File: config.mk
export PLATFORM = sky130hd
export DESIGN_NAME = gate_motor_controller
export DESIGN_NICKNAME = d
export VERILOG_FILES = /design/src/design/gmc_pkg.sv /design/src/design/gmc_step.sv /design/src/design/gate_motor_controller.sv
export SDC_FILE = /design/constraint.sdc
export NUM_CORES = 1
export LEC_CHECK = 0
export ABC_CLOCK_PERIOD_IN_PS = 2900
export BUFFER_PORTS_ARGS = -buffer_cell sky130_fd_sc_hd__buf_2
export CAP_MARGIN = 30
export CORE_MARGIN = 4
export CORE_UTILIZATION = 40
export DETAILED_ROUTE_END_ITERATION = 12
export SYNTH_ARGS = -nofsm -noshare
export SYNTH_HDL_FRONTEND = slang
export SYNTH_SLANG_ARGS = --single-unit
File: constraint.sdc
create_clock -name clk_i -period 2.9 [get_ports clk_i]
set_clock_uncertainty 0.15 [all_clocks]
set_input_delay 0.145 -clock clk_i [delete_from_list [all_inputs] [get_ports clk_i]]
set_output_delay 0.145 -clock clk_i [all_outputs]
set_load 0.02 [all_outputs]
File: src/design/gmc_pkg.sv
// Shared types and constants of the gate motor controller.
// No dependencies; used by every other design file but assert_macros.svh.
`timescale 1ns / 1ps

package gmc_pkg;

  localparam int unsigned DUTY_BITS_DEF  = 10;
  localparam int unsigned COUNT_BITS_DEF = 16;

  localparam int unsigned OPEN_DUTY_RESET  = 632;
  localparam int unsigned CLOSE_DUTY_RESET = 250;
  localparam int unsigned DELAY_RESET      = 39062;

  localparam int unsigned CFG_INDEX_W = 2;
  localparam int unsigned CFG_DATA_W  = 16;
  localparam int unsigned DELAY_W     = 16;

  typedef enum logic [2:0] {
    PH_POWERUP = 3'd0,
    PH_IDLE    = 3'd1,
    PH_OPENING = 3'd2,
    PH_CLOSING = 3'd3,
    PH_WAIT    = 3'd4,
    PH_STOPPED = 3'd5
  } phase_e;

  typedef enum logic [CFG_INDEX_W-1:0] {
    REG_OPEN_DUTY   = 2'd0,
    REG_CLOSE_DUTY  = 2'd1,
    REG_CLOSE_DELAY = 2'd2
  } cfg_reg_e;

  // Motor and lamp controls of one tick.
  typedef struct packed {
    logic open_en;
    logic close_en;
    logic fault;
  } ctl_t;

endpackage

File: src/design/gmc_step.sv
// Next-state logic of the gate phase machine for one sampled tick.
// Depends on gmc_pkg.
`timescale 1ns / 1ps

module gmc_step #(
  parameter int unsigned COUNT_BITS = gmc_pkg::COUNT_BITS_DEF
) (
  input  gmc_pkg::phase_e                phase_i,
  input  gmc_pkg::phase_e                resume_i,
  input  logic [COUNT_BITS-1:0]          count_i,
  input  logic                           stop_prev_i,
  input  logic                           limit_open_i,
  input  logic                           limit_closed_i,
  input  logic                           stop_button_i,
  input  logic                           open_button_i,
  input  logic                           close_button_i,
  input  logic [gmc_pkg::DELAY_W-1:0]    delay_i,
  output gmc_pkg::phase_e                phase_o,
  output gmc_pkg::phase_e                resume_o,
  output logic [COUNT_BITS-1:0]          count_o,
  output gmc_pkg::ctl_t                  ctl_o
);

  localparam int unsigned CMP_W =
    (COUNT_BITS > gmc_pkg::DELAY_W) ? COUNT_BITS : gmc_pkg::DELAY_W;

  logic lo, lc, ob, cb, stop;
  logic fault, stop_edge;
  logic idle_go_open, idle_go_close, idle_go_wait;
  logic start_close_ok;
  logic [COUNT_BITS-1:0] count_inc;
  logic delay_done;
  gmc_pkg::phase_e eff_phase;
  gmc_pkg::phase_e idle_phase;

  assign lo   = limit_open_i;
  assign lc   = limit_closed_i;
  assign ob   = open_button_i;
  assign cb   = close_button_i;
  assign stop = stop_button_i;

  assign fault     = (lo && lc) || (ob && cb);
  assign stop_edge = stop && !stop_prev_i;

  // Idle: a fault, a held stop or a closed gate starts nothing.
  assign idle_go_close = !fault && !stop && !lc && cb && !ob;
  assign idle_go_open  = !fault && !stop && !lc && !lo && ob && !cb;
  assign idle_go_wait  = !fault && !stop && !lc && lo && !cb;

  always_comb begin
    if (idle_go_close) begin
      idle_phase = gmc_pkg::PH_CLOSING;
    end else if (idle_go_open) begin
      idle_phase = gmc_pkg::PH_OPENING;
    end else if (idle_go_wait) begin
      idle_phase = gmc_pkg::PH_WAIT;
    end else begin
      idle_phase = gmc_pkg::PH_IDLE;
    end
  end

  assign start_close_ok = !lc && !ob;
  assign count_inc  = (count_i == '1) ? count_i : count_i + 1'b1;
  assign delay_done = CMP_W'(count_inc) >= CMP_W'(delay_i);

  always_comb begin
    phase_o        = phase_i;
    resume_o       = resume_i;
    count_o        = count_i;
    ctl_o.open_en  = 1'b0;
    ctl_o.close_en = 1'b0;
    ctl_o.fault    = fault;
    eff_phase      = phase_i;

    if (stop_edge && phase_i != gmc_pkg::PH_STOPPED) begin
      if (phase_i == gmc_pkg::PH_OPENING || phase_i == gmc_pkg::PH_CLOSING ||
          phase_i == gmc_pkg::PH_WAIT) begin
        resume_o = phase_i;
      end else begin
        resume_o = gmc_pkg::PH_IDLE;
      end
      phase_o = gmc_pkg::PH_STOPPED;
    end else begin
      // A button releases a stopped gate into the interrupted phase.
      if (phase_i == gmc_pkg::PH_STOPPED && (ob || cb)) begin
        eff_phase = resume_i;
      end
      unique case (eff_phase)
        gmc_pkg::PH_STOPPED: begin
          phase_o = gmc_pkg::PH_STOPPED;
        end
        gmc_pkg::PH_POWERUP: begin
          if (!lo && !lc && !ob && !cb) begin
            phase_o       = gmc_pkg::PH_OPENING;
            ctl_o.open_en = 1'b1;
          end else begin
            phase_o        = idle_phase;
            ctl_o.open_en  = idle_go_open;
            ctl_o.close_en = idle_go_close;
            if (idle_go_wait) begin
              count_o = '0;
            end
          end
        end
        gmc_pkg::PH_OPENING: begin
          if (lo || cb) begin
            phase_o = gmc_pkg::PH_IDLE;
          end else begin
            phase_o       = gmc_pkg::PH_OPENING;
            ctl_o.open_en = 1'b1;
          end
        end
        gmc_pkg::PH_CLOSING: begin
          if (lc || ob) begin
            phase_o = gmc_pkg::PH_IDLE;
          end else begin
            phase_o        = gmc_pkg::PH_CLOSING;
            ctl_o.close_en = 1'b1;
          end
        end
        gmc_pkg::PH_WAIT: begin
          if (!cb) begin
            count_o = count_inc;
          end
          if (cb || delay_done) begin
            phase_o        = start_close_ok ? gmc_pkg::PH_CLOSING : gmc_pkg::PH_IDLE;
            ctl_o.close_en = start_close_ok;
          end else begin
            phase_o = gmc_pkg::PH_WAIT;
          end
        end
        default: begin
          phase_o        = idle_phase;
          ctl_o.open_en  = idle_go_open;
          ctl_o.close_en = idle_go_close;
          if (idle_go_wait) begin
            count_o = '0;
          end
        end
      endcase
    end
  end

endmodule

File: src/design/gate_motor_controller.sv
// Top level of the gate motor controller: input stage, phase state, result stage.
// Depends on gmc_pkg and gmc_step.
`timescale 1ns / 1ps

// Usage
//   Input channel: one transfer per sampled tick of the two limit switches and
//   the stop, open and close buttons (in_valid_i / in_stall_o).
//   Output channel: one result per tick with the close and open duties, the
//   fault lamp and the phase after that tick (out_valid_o / out_stall_i).
//   Config channel: cfg_valid_i / cfg_ready_o with a register index and data;
//   0 open duty, 1 close duty, 2 auto-close delay. Always ready; write it only
//   while no tick is in flight.
//   Path: a tick passes the input register, the phase logic, then the result register.
//   Throughput: one tick per cycle while out_stall_i is low, set by the single
//   registered pass through the phase logic between input and result registers.
//   Stall: a valid result holds while out_stall_i is high, and the input
//   register still takes one more tick; in_stall_o rises only when both hold.
//   Reset: power-up phase, resume as idle, counter and stop history cleared,
//   registers back to their default duties and delay; nothing in flight.
module gate_motor_controller #(
  parameter int unsigned DUTY_BITS  = gmc_pkg::DUTY_BITS_DEF,
  parameter int unsigned COUNT_BITS = gmc_pkg::COUNT_BITS_DEF
) (
  input  logic                            clk_i,
  input  logic                            rst_ni,
  input  logic                            in_valid_i,
  output logic                            in_stall_o,
  input  logic                            limit_open_i,
  input  logic                            limit_closed_i,
  input  logic                            stop_button_i,
  input  logic                            open_button_i,
  input  logic                            close_button_i,
  output logic                            out_valid_o,
  input  logic                            out_stall_i,
  output logic [DUTY_BITS-1:0]            close_drive_o,
  output logic [DUTY_BITS-1:0]            open_drive_o,
  output logic                            fault_lamp_o,
  output logic [2:0]                      phase_now_o,
  input  logic                            cfg_valid_i,
  output logic                            cfg_ready_o,
  input  logic [gmc_pkg::CFG_INDEX_W-1:0] cfg_index_i,
  input  logic [gmc_pkg::CFG_DATA_W-1:0]  cfg_wdata_i
);

  // Configuration registers
  logic [DUTY_BITS-1:0]        open_duty_q, close_duty_q;
  logic [gmc_pkg::DELAY_W-1:0] delay_q;

  // Input stage
  logic in_valid_q, in_valid_d;
  logic lo_q, lc_q, stop_q, ob_q, cb_q;
  logic in_accept;

  // Phase state
  gmc_pkg::phase_e       phase_q, phase_d, resume_q, resume_d;
  logic [COUNT_BITS-1:0] wait_q, wait_d;
  logic                  stop_prev_q;
  gmc_pkg::ctl_t         ctl;

  // Result stage
  logic                  out_valid_q, out_valid_d;
  logic                  out_ready, advance;
  logic [DUTY_BITS-1:0]  close_drive_q, open_drive_q;
  logic                  fault_q;
  gmc_pkg::phase_e       phase_now_q;

  assign cfg_ready_o = 1'b1;

  always_ff @(posedge clk_i or negedge rst_ni) begin
    if (!rst_ni) begin
      open_duty_q  <= DUTY_BITS'(gmc_pkg::OPEN_DUTY_RESET);
      close_duty_q <= DUTY_BITS'(gmc_pkg::CLOSE_DUTY_RESET);
      delay_q      <= gmc_pkg::DELAY_W'(gmc_pkg::DELAY_RESET);
    end else if (cfg_valid_i && cfg_ready_o) begin
      unique case (gmc_pkg::cfg_reg_e'(cfg_index_i))
        gmc_pkg::REG_OPEN_DUTY:   open_duty_q  <= cfg_wdata_i[DUTY_BITS-1:0];
        gmc_pkg::REG_CLOSE_DUTY:  close_duty_q <= cfg_wdata_i[DUTY_BITS-1:0];
        gmc_pkg::REG_CLOSE_DELAY: delay_q      <= cfg_wdata_i[gmc_pkg::DELAY_W-1:0];
        default: ;
      endcase
    end
  end

  assign out_ready   = !out_valid_q || !out_stall_i;
  assign advance     = in_valid_q && out_ready;
  assign in_stall_o  = in_valid_q && !out_ready;
  assign in_accept   = in_valid_i && !in_stall_o;
  assign in_valid_d  = in_accept || (in_valid_q && !out_ready);
  assign out_valid_d = advance || (out_valid_q && out_stall_i);

  always_ff @(posedge clk_i or negedge rst_ni) begin
    if (!rst_ni) begin
      in_valid_q  <= 1'b0;
      out_valid_q <= 1'b0;
    end else begin
      in_valid_q  <= in_valid_d;
      out_valid_q <= out_valid_d;
    end
  end

  always_ff @(posedge clk_i) begin
    if (in_accept) begin
      lo_q   <= limit_open_i;
      lc_q   <= limit_closed_i;
      stop_q <= stop_button_i;
      ob_q   <= open_button_i;
      cb_q   <= close_button_i;
    end
  end

  gmc_step #(
    .COUNT_BITS(COUNT_BITS)
  ) u_step (
    .phase_i       (phase_q),
    .resume_i      (resume_q),
    .count_i       (wait_q),
    .stop_prev_i   (stop_prev_q),
    .limit_open_i  (lo_q),
    .limit_closed_i(lc_q),
    .stop_button_i (stop_q),
    .open_button_i (ob_q),
    .close_button_i(cb_q),
    .delay_i       (delay_q),
    .phase_o       (phase_d),
    .resume_o      (resume_d),
    .count_o       (wait_d),
    .ctl_o         (ctl)
  );

  // Advance the phase state once per tick moved into the result stage.
  always_ff @(posedge clk_i or negedge rst_ni) begin
    if (!rst_ni) begin
      phase_q     <= gmc_pkg::PH_POWERUP;
      resume_q    <= gmc_pkg::PH_IDLE;
      wait_q      <= '0;
      stop_prev_q <= 1'b0;
    end else if (advance) begin
      phase_q     <= phase_d;
      resume_q    <= resume_d;
      wait_q      <= wait_d;
      stop_prev_q <= stop_q;
    end
  end

  always_ff @(posedge clk_i) begin
    if (advance) begin
      close_drive_q <= ctl.close_en ? close_duty_q : '0;
      open_drive_q  <= ctl.open_en ? open_duty_q : '0;
      fault_q       <= ctl.fault;
      phase_now_q   <= phase_d;
    end
  end

  assign out_valid_o   = out_valid_q;
  assign close_drive_o = close_drive_q;
  assign open_drive_o  = open_drive_q;
  assign fault_lamp_o  = fault_q;
  assign phase_now_o   = phase_now_q;

endmodule

# Word level (Yosys, flattened, before mapping)
# Index checks and enable logic that the tools add are counted.
dict set report word_totals {
  output_inout_bits 27
  register_bits 90
  wordCells 115
  input_bits 28
}
dict set report classes {
  bitwise_logic 2
  reduce_logical 53
  n_mux 26
  n_addsub 1
  order_cmp 1
  n_eq_ne 14
}
# cell n
set op_table {}
lappend op_table {{16-bit two-way mux} 4}
lappend op_table {{16-bit case mux with 3 select lines} 1}
lappend op_table {{3-bit two-way mux} 9}
lappend op_table {{1-bit logical AND} 22}
lappend op_table {{16-bit by 1-bit adder with 16-bit output (second input constant)} 1}
lappend op_table {{16-bit equality test (second input constant)} 1}
lappend op_table {{16-bit greater-or-equal comparator} 1}
lappend op_table {{3-bit case mux with 5 select lines} 1}
lappend op_table {{3-bit by 2-bit equality test with 1-bit output (second input constant)} 4}
lappend op_table {{3-bit equality test (second input constant)} 4}
lappend op_table {{1-bit zero test} 11}
lappend op_table {{1-bit logical OR} 10}
lappend op_table {{2-bit two-way mux} 4}
lappend op_table {{2-bit AND reduction} 4}
lappend op_table {{3-bit OR reduction} 2}
lappend op_table {{1-bit two-way mux} 5}
lappend op_table {{5-bit AND reduction} 1}
lappend op_table {{2-bit != test (second input constant)} 2}
lappend op_table {{1-bit case mux with 4 select lines} 1}
lappend op_table {{3-bit zero test} 1}
lappend op_table {{3-bit != test (second input constant)} 1}
lappend op_table {{1-bit case mux with 3 select lines} 1}
lappend op_table {{2-bit by 1-bit equality test with 1-bit output (second input constant)} 1}
lappend op_table {{2-bit equality test (second input constant)} 1}
lappend op_table {{3 further kinds} 4}

# Longest topological paths before layout
dict set report depth {
  ltp_word 13
  depth_mapped 13
  depth_no_buf 13
}

# Cells and area by module
# A second synthesis with hierarchy kept.
dict set report unflattened {
  cells_unflattened 426
  area_unflattened_um2 4904.7
}
# mod seq_area_each_um2 cells_each area_per_inst_um2 n_inst
set modules_own_cells {}
lappend modules_own_cells {gate_motor_controller 2421.1 185 3397.0 1}
lappend modules_own_cells {gmc_step 0.0 241 1507.7 1}

# Worst setup path before layout
# Ideal clock, no wire load.
dict set report synth_timing {
  path_type {register to register}
  startpoint {register wait_q[0]}
  endpoint {register close_drive_q[0] (netlist: close_drive_o[0]) (data pin)}
  synth_period_minus_slack_ps 3166
  path_buffers 0
  t_arrival_ps 2749
  setup_time_ps 267
  t_required_ps 2483
  stages_incl_launch_ff 13
  slack_ps -266
  path_cell_list {dfrtp_1 -> ha_1 -> and4_1 -> and2_1 -> and4_1 -> nand3b_1 -> o21a_1 -> ha_1 -> a211oi_1 -> o21ai_0 -> a211o_1 -> a21boi_2 -> nor2_1}
}
dict set report synth_via {
  elab_chain_len 7
  word_cells_on_any_way 8
  classes_between {add/sub (1); order compare (1); eq/ne (1); mux (4); reduce/logical (1)}
}
# element line
set synth_rtl {}
lappend synth_rtl {{from (decl)} gate_motor_controller.sv:56} ;# logic [COUNT_BITS-1:0] wait_q, wait_d;
lappend synth_rtl {{from (signal assigned)} gate_motor_controller.sv:140} ;# wait_q <= wait_d;
lappend synth_rtl {{16-bit by 1-bit adder with 16-bit output / 16-bit equality test (equally long branches)} gmc_step.sv:63} ;# assign count_inc = (count_i == '1) ? count_i : count_i + 1'b1;
lappend synth_rtl {{16-bit two-way mux (*)} gmc_step.sv:63}
lappend synth_rtl {{16-bit greater-or-equal comparator (*)} gmc_step.sv:64} ;# assign delay_done = CMP_W'(count_inc) >= CMP_W'(delay_i);
lappend synth_rtl {{1-bit logical OR (*)} gmc_step.sv:125} ;# if (cb || delay_done) begin
lappend synth_rtl {{1-bit two-way mux (*)} gmc_step.sv:125}
lappend synth_rtl {{1-bit case mux with 4 select lines (*)} gmc_step.sv:88} ;# unique case (eff_phase)
lappend synth_rtl {{2-bit two-way mux (*)} gmc_step.sv:75} ;# if (stop_edge && phase_i != gmc_pkg::PH_STOPPED) begin
lappend synth_rtl {{to (signal assigned)} gate_motor_controller.sv:147} ;# close_drive_q <= ctl.close_en ? close_duty_q : '0;
lappend synth_rtl {{to (decl)} gate_motor_controller.sv:63} ;# logic [DUTY_BITS-1:0] close_drive_q, open_drive_q;
# Every way passes the cells marked *; elsewhere a longest branch is shown, timed or not.
# A chain may end at the register's enable or synchronous reset.

# Worst setup path in the final report
dict set report layout_timing {
  startpoint {register wait_q[0]}
  endpoint {register close_drive_q[1] (netlist: close_drive_o[1]) (data pin)}
}
# The elaborated chain is that of the path after synthesis.

==> results.py <==
metrics = {
    "outcome": {
        "status": "complete, but fails checks",
        "violations": "setup timing",
    },
    "placement": {
        "post_dp_cell_area_um2": 5380,
        "place_congestion": 0.881,
        "dp_hpwl_mm": 7.32,
        "pre_cts_ws_ns": -0.313,
        "portBuffers": 53,
    },
    "global_route": {
        "antenna_found_initial": 0,
        "grt_pass1_wl_mm": 17.8,
        "overflow": 0,
        "grt_max_degree": 62,
        "grt_usage": 0.168,
        "grt_pass1_vias": 3678,
    },
    "timing": {
        "worst_pin_slew_ns": 0.776,
        "period_needed_ns": 3.10,
        "drv_slew": 0,
        "rsz0062_at_grt": "yes",
        "setup_slack_ns": -0.203,
        "fin_crit_sh": 1.07,
        "finalHoldViolCount": 0,
        "fmax_ghz": 0.322,
        "slew_headroom": 0.482,
        "finalSetupViolations": 14,
    },
    "floorplan": {
        "io_pins": 55,
        "initial_core_util": 0.409,
        "die_h_um": 116,
        "die_area_um2": 13500,
        "fp.coreArea_um2": 11400,
        "fp.dieW_um": 116,
        "num_rows": 39,
    },
    "critical_path": {
        "worst_setup_path_start_kind": "register",
        "cp.depth": 14,
        "worstReg2RegEnd": "close_drive_o[1]$_SDFFCE_PN0P_",
        "worst_ep_required_time_ns": 2.86,
        "rr_startpoint": "wait_q[0]$_DFFE_PN0P_",
        "crit_slowest_cell": "dfrtp_1",
        "cp_max_fo": 10,
        "endpoint_kind": "register",
        "r2r_slack_ns": -0.20,
        "path_cells": "ha_4 -> and4_1 -> and2_4 -> nor2b_1 -> nand2_1 -> nand2_1 -> ha_2 -> a211o_1 -> a31oi_4 -> o221ai_4 -> a211o_4 -> a21boi_4 -> buf_12 -> nor2_1",
        "critPathArrivalTime_ns": 3.06,
        "crit_type": "register to register",
        "crit_family": "compound AO/OA/AOI/OAI gates",
        "crit_buf_inv": 1,
        "crit_top_cell": "nand2_1",
        "slowest_delay_ns": 0.41,
        "rr_worst_depth": 14,
    },
    "cts": {
        "path_clk_slew_ns": 0.07,
        "htree_levels": 3,
        "insertion_delay_ns": 0.34,
        "cts_tree": "built",
        "cts_buffers": 9,
        "cts.sinks": 90,
        "clockBufferDepth": 2,
        "cts_root_buf": "clkbuf_16",
    },
    "finish": {
        "area_delta_synth_final_pct": 32.1,
        "fin_nets": 589,
        "final_area_um2": 6170,
        "antenna_cells": 0,
        "drive_gt1_frac": 0.390,
    },
    "route": {
        "viasPerCell": 5.21,
        "first_pass_iters": 4,
        "drc": 0,
        "routed_wl_mm": 10.7,
        "drtIter0Drc": 184,
        "ant_nets": 0,
        "routedWlPerCell_um": 15.5,
        "num_vias": 3604,
    },
    "logic_synthesis": {
        "yosys_warnings": 0,
        "synth_edf_count": 29,
        "synth_top_area_share": 0.225,
        "synth_cells": 420,
        "synth_cell_type_count": 60,
        "ys_seq_area_frac": 0.518,
        "ys.flop_type": "dfrtp_1",
        "synth_area_per_cell_um2": 11.1,
        "synth_top_area_cell": "dfrtp_1",
        "synth_area_leaders": "dfrtp_1, edfxtp_1, dfstp_2",
        "syn_area_um2": 4680,
        "syn-num-nets": 465,
        "synthArstFlopShare": 0.678,
        "yosys_register_bits": 90,
    },
    "power": {
        "power_switching_mw": 1.29,
        "switching_share": 0.317,
        "leakagePower_nw": 2.80,
        "peakVddDrop_v": 0.000338,
        "intPower_mw": 2.77,
        "p_clk_frac": 0.305,
        "p_per_area_nw_per_um2": 657,
        "power_frac_comb": 0.266,
        "total_power_mw": 4.06,
        "pwr-share-seq": 0.429,
    },
    "worst_hold_path": {
        "min_path_cells": 4,
        "hold_class": "input port to register",
        "holdCritStartpoint": "cfg_index_i[1]",
        "hold_path_end": "open_duty_q[5]$_DFFE_PN1P_",
    },
    "flow_run": {
        "cap_violations": 0,
    },
}
## metal layers
| layer | part of all wire | track usage | vias to the layer above |
|---|---|---|---|
| met5 | 0 | 0 | - |
| met4 | 0.014 | 0.0596 | 0 |
| met3 | 0.043 | 0.0311 | 11 |
| met2 | 0.49 | 0.284 | 70 |
| met1 | 0.45 | 0.218 | 1760 |
| li1 | - | - | 1763 |
## flip-flops by register name, summed over array words and instances, names as in the netlist
| register | cells |
|---|---|
| open_duty_q | 10 |
| wait_q | 16 |
| fault_lamp_o | 1 |
| delay_q | 16 |
| stop_prev_q | 1 |
| cb_q | 1 |
| in_valid_q | 1 |
| lc_q | 1 |
| resume_q | 3 |
| lo_q | 1 |
| stop_q | 1 |
| out_valid_o | 1 |
| close_drive_o | 10 |
| phase_now_o | 3 |
| close_duty_q | 10 |
| open_drive_o | 10 |
| ob_q | 1 |
| phase_q | 3 |
## worst reg2reg max path: cells and delay by family, from the launching register on
| family | cells | cell delay [ns] |
|---|---|---|
| simple gates | 6 | 0.64 |
| buf+inv | 1 | 0.14 |
| flops | 1 | 0.41 |
| fa+ha+maj | 2 | 0.37 |
| compound gates | 5 | 1.17 |
## logic make-up (layout without fill, tap and decap cells)
| logic type | Yosys count | count (layout) | share of synthesized area |
|---|---|---|---|
| AOI/OAI and AO/OA | 85 | 85 | 0.131 |
| xor gates and xnor gates | 12 | 12 | 0.0225 |
| adders and majority gates | 17 | 17 | 0.0455 |
| buffers and inverters | 37 | 166 | 0.0356 |
| DFF | 90 | 90 | 0.518 |
| muxes | 37 | 37 | 0.0891 |
| other | 1 | 1 | 0.000802 |
| and+or+nand+nor | 141 | 141 | 0.157 |
## Yosys cell counts (all sizes together), types with 2 or more instances
library cell   n
and2          19
inv           19
nor3b          2
a31oi          7
a21oi         18
nor2b          7
dfstp         19
nor2          34
nor3           4
ha            17
xor2           5
a22o           3
o31a           2
dfrtp         42
o31ai          6
a21boi         2
o21a           3
a32o           2
xnor2          7
nand4          7
nand2b         6
and3           5
o211a          2
nand3b         3
nand2         38
buf            9
mux2          37
edfxtp        29
o2111ai        2
nand3          6
or3            3
and4           4
nand4b         2
clkbuf         9
o21ai         12
a21o           9
a211oi         2
a211o          3
## layout by cell type (no fill, tap or decap), types with 6 or more instances in the layout
master,n
nand4_1,7
a21oi_1,16
edfxtp_1,29
nor2_1,31
ha_1,13
nor2b_1,7
clkbuf_16,9
dfrtp_1,42
dlygate4sd3_1,25
dfstp_2,19
and2_1,18
buf_4,52
a21o_1,9
inv_1,19
nand3_1,6
mux2_2,37
o21ai_0,6
xnor2_1,6
nand2_1,33
buf_2,53
o31ai_1,6
## cell type report
cell class | count | area, µm²
Inverter | 19 | 71.3
Multi-Input combinational cell | 293 | 2260
Clock inverter | 7 | 88.8
Sequential cell | 90 | 2420
Clock buffer | 9 | 225
Tap cell | 143 | 179
Fill cell | 1009 | 5240
Timing Repair Buffer | 131 | 926
## repair_timing
action                     CTS  global route
setup endpoints to repair   16            16
resized for setup            9            21
pin swaps                    6            17
hold buffers                25             0
buffers inserted             3             7
cloned                       0             0
hold endpoints to repair    85             0
## worst max-delay path by stage
| stage | from | end | slack [ns] |
|---|---|---|---|
| final | wait_q[0]$_DFFE_PN0P_ | close_drive_o[1]$_SDFFCE_PN0P_ | -0.20 |
| after floorplan | wait_q[0]$_DFFE_PN0P_ | phase_now_o[2]$_DFFE_PP_ | -0.06 |
| after CTS | wait_q[1]$_DFFE_PN0P_ | phase_now_o[2]$_DFFE_PP_ | -0.16 |
| after global placement | wait_q[1]$_DFFE_PN0P_ | close_drive_o[0]$_SDFFCE_PN0P_ | -0.22 |
| after global routing | wait_q[0]$_DFFE_PN0P_ | close_drive_o[1]$_SDFFCE_PN0P_ | -0.31 |
| after detailed placement | wait_q[1]$_DFFE_PN0P_ | close_drive_o[4]$_SDFFCE_PN0P_ | -0.31 |
## per-stage QoR
stage                     std cells  utilization  hold WS [ns]  TNS (ns)
final                           692        0.541         0.241     -2.24
after global placement          641        0.472         0.171     -2.54
after floorplan                 420            -        -0.301    -0.620
after detailed placement        641        0.472         0.173     -3.69
after CTS                       685        0.526         0.227     -1.98
after global routing            692        0.541         0.252     -3.98
## power by group through the flow
stage	combinational [mW]	clock (mW)	sequential, mW
floorplan	0.683	0	1.72
global placement	0.910	0	1.75
detailed placement	0.931	0	1.76
CTS	0.988	1.27	1.73
global route	1.20	1.33	1.77
finish	1.08	1.24	1.74
Note: power is estimated with default switching activity, not from simulation.
